## config.mk

```make
export PLATFORM = sky130hd
export DESIGN_NAME = ufds_ctrl
export DESIGN_NICKNAME = d
export VERILOG_FILES = /design/src/design/ufds_pkg.sv /design/src/design/ufds_ctrl.sv
export SDC_FILE = /design/constraint.sdc
export NUM_CORES = 1
export LEC_CHECK = 0
export BUFFER_PORTS_ARGS = -buffer_cell sky130_fd_sc_hd__buf_2
export CORE_AREA = 2 2 39 41
export CTS_CLUSTER_DIAMETER = 150
export DETAILED_ROUTE_END_ITERATION = 10
export DIE_AREA = 0 0 41 43
export RECOVER_POWER = 100
export SKIP_CTS_REPAIR_TIMING = 1
export SLEW_MARGIN = 20
export SYNTH_ARGS = -nofsm -noshare
export SYNTH_HDL_FRONTEND = slang
export SYNTH_SLANG_ARGS = --single-unit
```

## constraint.sdc

```tcl
create_clock -name clk -period 1.9 [get_ports clk]
set_clock_uncertainty 0.05 [all_clocks]
set_input_delay 0.57 -clock clk [delete_from_list [all_inputs] [get_ports clk]]
set_output_delay 0.57 -clock clk [all_outputs]
set_load 0.02 [all_outputs]
```

## src/design/ufds_pkg.sv

```systemverilog
// ----------------------------------------------------------------------------
// ufds_pkg
// shared widths, codes, state type and control structs of the disjoint-set engine
// ----------------------------------------------------------------------------
package ufds_pkg;

  // fixed field widths of the request and result items and of the element count register
  localparam int ELEM_W = 10;
  localparam int SIZE_W = 11;
  localparam int CFG_W  = 11;

  // table depth default and reset value of the element count register
  localparam int               MAX_ELEMENTS_DEF   = 1024;
  localparam logic [CFG_W-1:0] NUM_ELEMENTS_RESET = 11'd1024;

  // request codes
  localparam logic ACT_FIND    = 1'b0;
  localparam logic ACT_CONNECT = 1'b1;

  typedef enum logic [2:0] {
    ST_CLEAR,
    ST_IDLE,
    ST_WALK,
    ST_COMP,
    ST_LINK_BIG,
    ST_LINK_SMALL,
    ST_DONE
  } ufds_state_t;

  // commands from controller to datapath
  typedef struct packed {
    logic clear_step;
    logic accept;
    logic walk_step;
    logic begin_comp;
    logic comp_step;
    logic begin_b;
    logic link_big;
    logic link_small;
    logic publish;
  } ufds_cmd_t;

  // status from datapath to controller
  typedef struct packed {
    logic clear_last;
    logic req_err;
    logic node_root;
    logic action_link;
    logic phase_b;
    logic same_root;
    logic out_free;
  } ufds_stat_t;

endpackage

```

## src/design/ufds_ctrl.sv

```systemverilog
// ----------------------------------------------------------------------------
// ufds_ctrl
// sequencer: clear sweep, root walk, path rewrite, link and result hand-off
// ----------------------------------------------------------------------------
module ufds_ctrl (
  input  logic                  clk,
  input  logic                  rst_n,
  input  logic                  in_valid,
  output logic                  in_ready,
  input  ufds_pkg::ufds_stat_t  stat,
  output ufds_pkg::ufds_cmd_t   cmd
);
  import ufds_pkg::*;

  ufds_state_t state_r;
  ufds_state_t state_nxt;

  always_ff @(posedge clk) begin
    if (!rst_n) begin
      state_r <= ST_CLEAR;
    end else begin
      state_r <= state_nxt;
    end
  end

  // next state
  always_comb begin
    state_nxt = state_r;
    unique case (state_r)
      ST_CLEAR: begin
        if (stat.clear_last) state_nxt = ST_IDLE;
      end
      ST_IDLE: begin
        if (in_valid) state_nxt = stat.req_err ? ST_DONE : ST_WALK;
      end
      ST_WALK: begin
        if (stat.node_root) state_nxt = ST_COMP;
      end
      ST_COMP: begin
        if (stat.node_root) begin
          if (stat.action_link && !stat.phase_b) begin
            state_nxt = ST_WALK;
          end else if (stat.action_link && !stat.same_root) begin
            state_nxt = ST_LINK_BIG;
          end else begin
            state_nxt = ST_DONE;
          end
        end
      end
      ST_LINK_BIG:   state_nxt = ST_LINK_SMALL;
      ST_LINK_SMALL: state_nxt = ST_DONE;
      ST_DONE: begin
        if (stat.out_free) state_nxt = ST_IDLE;
      end
      default: state_nxt = ST_CLEAR;
    endcase
  end

  // commands
  always_comb begin
    cmd      = '0;
    in_ready = 1'b0;
    unique case (state_r)
      ST_CLEAR: cmd.clear_step = 1'b1;
      ST_IDLE: begin
        in_ready   = 1'b1;
        cmd.accept = in_valid;
      end
      ST_WALK: begin
        cmd.walk_step  = !stat.node_root;
        cmd.begin_comp = stat.node_root;
      end
      ST_COMP: begin
        cmd.comp_step = !stat.node_root;
        cmd.begin_b   = stat.node_root && stat.action_link && !stat.phase_b;
      end
      ST_LINK_BIG:   cmd.link_big   = 1'b1;
      ST_LINK_SMALL: cmd.link_small = 1'b1;
      ST_DONE:       cmd.publish    = stat.out_free;
      default: cmd = '0;
    endcase
  end

endmodule

```

Yosys cells after proc, flatten, opt, wreduce, memory -nomap -nowiden:

Cells that the tools add are included.

* register bits after elaboration: 3
* bits of input ports: 10
* logic and storage cells: 38

* eq/ne operators: 11
* muxes and demuxes: 17
* reductions and logical operators: 9

Operators by type and width (number)
* $mux W3: 7
* $pmux W3 S7: 1
* $ne A2 B2 Y1 const B: 5
* $eq A3 B3 Y1 const B: 3
* $eq A3 B2 Y1 const B: 2
* $mux W1: 6
* $mux W2: 3
* $reduce_and A5 Y1: 1
* $logic_and A1 B1 Y1: 4
* $eq A3 B1 Y1 const B: 1
* $logic_not A1 Y1: 3
* $logic_not A3 Y1: 1

Longest topological paths before layout:

* depth after elaboration: 6
* gate-level depth with buffers: 4
* mapped depth without buffers: 3

Worst setup path after synthesis:

No wires, ideal clock.

* kind: register -> output
* start: register state_r[1]
* end: output cmd[7] (netlist bit)
* arrival: 1350 ps
* path slack: -70 ps
* cell stages (with the launch flop): 4
* buffers on the path: 1
* path through: dfxtp_1 buf_2 nor3_1 and2_1

RTL lines
* start, declared: RTL line ufds_ctrl.sv:15 `ufds_state_t state_r;`
* start signal, assigned: RTL line ufds_ctrl.sv:22 `state_r <= state_nxt;`
* end, declared: RTL line ufds_ctrl.sv:11 `output ufds_pkg::ufds_cmd_t cmd`

==> results.cfg <==
[layout]
reg_top3 = state_r x3
num_antenna_cells = 0
final_common_cell = buf_2
fin_cells = 81
postLayoutCellArea_um2 = 464.2
layout_common_cells = 13 x buf_2, 6 x nor3_1, 4 x nor2b_1, 4 x clkbuf_2, 4 x buf_4
num-fill-cells = 164
drive_gt1_share_pct = 47.69
regArea_um2 = 63.81
top_register = state_r
largest_reg_flops = 3
synthToLayoutAreaGrowth_pct = 53.94
multi_input_comb_area_um2 = 231.5
nNetsFinal = 76

[clocking]
htree_levels = 1
cts_tree = done
cts_sinks = 3
ctsRootBufferMaster = clkbuf_4
cts_buffer_depth = 2
path_clk_slew_ns = 0.03
clk_latency_ns = 0.23
cts_buffers = 3

[worst_setup_path]
cp-start-kind = flip-flop
endpoint_kind = primary output
cp_max_fo = 9
critPathKind = reg2out
worst-r2r-cell-count = 4
cp.required_ns = 1.28
arrival_ns = 1.20

[flow_run]
maxCapViolCount = 0

[drt]
first_iter_violations = 5
wl_per_cell_um = 10.25
ant_nets = 0
route.vias.total = 391
drt_wl_total_um = 830
detail_route.vias_per_cell = 4.827
route.detailed.drc = 0
dr.pass1.iters = 4

[floorplan]
die-height_um = 43
die_x_um = 41
die_area_um2 = 1763
initial_core_util_pct = 21.79
io_pins = 20
core.rowCount = 14
coreArea_um2 = 1384

[grt]
grt_max_degree = 12
grt_pass1_vias = 346
antenna_found_initial = 0
gr-total-overflow = 0
track_usage_pct = 11.22
grt_pass1_wl_um = 1345

[sta]
maxSlewHeadroom_pct = 75.41
hold_viol = 0
slew_viol_final = 0
setup_viol = 0
fin_crit_sh_pct = 95.99
worst_pin_slew_ns = 0.3658
period_minus_slack_ns = 1.824
timing.fmax_mhz = 548.3

[synthesis]
synth-seq-cells = 3
netlist_area_um2 = 301.5
synthCells = 42
seq_area_frac_synth_pct = 19.92
synth-edff-count = 0
synth_flop_cell = dfxtp_1
synth_area_per_cell_um2 = 7.180
synth_warnings = 0
synthesis.nets = 52
ys_types = 20
synthArstFlopShare_pct = 0

[worst_hold_path]
hold_path_class = reg2reg
hold_depth = 2

[placed_design]
port_buffers = 19
gp_congestion = 0.6882
place_inst = 77
hpwl_um = 692.1
post_dp_cell_area_um2 = 429.2

[pwr]
switchingPower_w = 0.0001259
seq_power_share_pct = 27.4
p_sw_share_pct = 37.39
internal_power_w = 0.0002109
power.total_w = 0.0003368
clkPwrFrac_pct = 33.6
ir_drop_mv = 0.3096
power_density_nw_per_um2 = 725.7
comb_power_share_pct = 39.0
leakage_nw = 0.2079

[run_status]
outcome = finished clean
==> power by group through the flow <==
stage / sequential [W] / combinational [W] / clock (W)
6_report: 0.0000923 / 0.000132 / 0.000113
3_3_place_gp: 0.0000906 / 0.000128 / 0
2_1_floorplan: 0.0000796 / 0.0000942 / 0
4_1_cts: 0.0000892 / 0.000130 / 0.000119
3_5_place_dp: 0.0000900 / 0.000130 / 0
5_1_grt: 0.0000947 / 0.000147 / 0.000129
==> layout make-up <==
type,count,share of cell area [%]
Clock buffer,4,5.660
Timing Repair Buffer,22,25.61
Tap cell,16,4.313
Multi-Input combinational cell,35,49.87
Sequential cell,3,13.75
Inverter,1,0.8086
==> cell families after synthesis <==
family	count (synthesis)	share of synthesized area (%)
buffers and inverters	4	6.221
muxes	1	3.734
and+or+nand+nor	23	41.91
AOI/OAI and AO/OA	11	28.21
DFF	3	19.92
==> stage by stage <==
| step | worst slack (ns) | hold slack [ns] | TNS, ns | utilization, % |
|---|---|---|---|---|
| 2_1_floorplan | 0.1363 | 0.5095 | 0 | - |
| 3_3_place_gp | 0.1485 | 0.5265 | 0 | 31.01 |
| 3_5_place_dp | 0.1282 | 0.5180 | 0 | 31.01 |
| 4_1_cts | -0.03408 | 0.5251 | -0.1083 | 32.91 |
| 5_1_grt | -0.003087 | 0.5346 | -0.003087 | 33.54 |
| 6_report | 0.07615 | 0.4930 | 0 | 33.54 |
==> critical path, cell delays in order (launching register included) <==
cell,delay (ns)
dfxtp_2,0.35
nand2b_2,0.23
nor3b_1,0.20
buf_2,0.19
==> cell usage after synthesis (2+ instances only) <==
library cell | instances | area share, %
a21oi_1 | 3 | 5.0
o31ai_2 | 2 | 8.3
buf_2 | 3 | 5.0
and2_1 | 2 | 4.1
nor3_1 | 7 | 12
nand3_1 | 2 | 3.3
nand2b_1 | 3 | 6.2
dfxtp_1 | 3 | 20
nor2_1 | 2 | 2.5
nor2b_1 | 4 | 8.3
o21ai_1 | 2 | 3.3
==> path summary, 6_finish.rpt <==
| path | startpoint | end | slack [ns] |
|---|---|---|---|
| setup / recovery | state_r[2] | cmd[5] | 0.08 |
| hold / removal | state_r[1] | state_r[1] | 0.49 |
| setup reg to reg | state_r[0] | state_r[2] | 0.36 |
| hold reg to reg | state_r[1] | state_r[1] | 0.49 |
==> routing by layer <==
| layer | track usage, % | vias to the layer above | wire [um] |
|---|---|---|---|
| met4 | 4.000 | 0 | 0 |
| met5 | 0 | - | 0 |
| met1 | 13.74 | 169 | 391 |
| met2 | 15.94 | 19 | 362 |
| met3 | 6.283 | 0 | 75 |
| li1 | - | 203 | - |
Power figures use the tool's default switching activity.
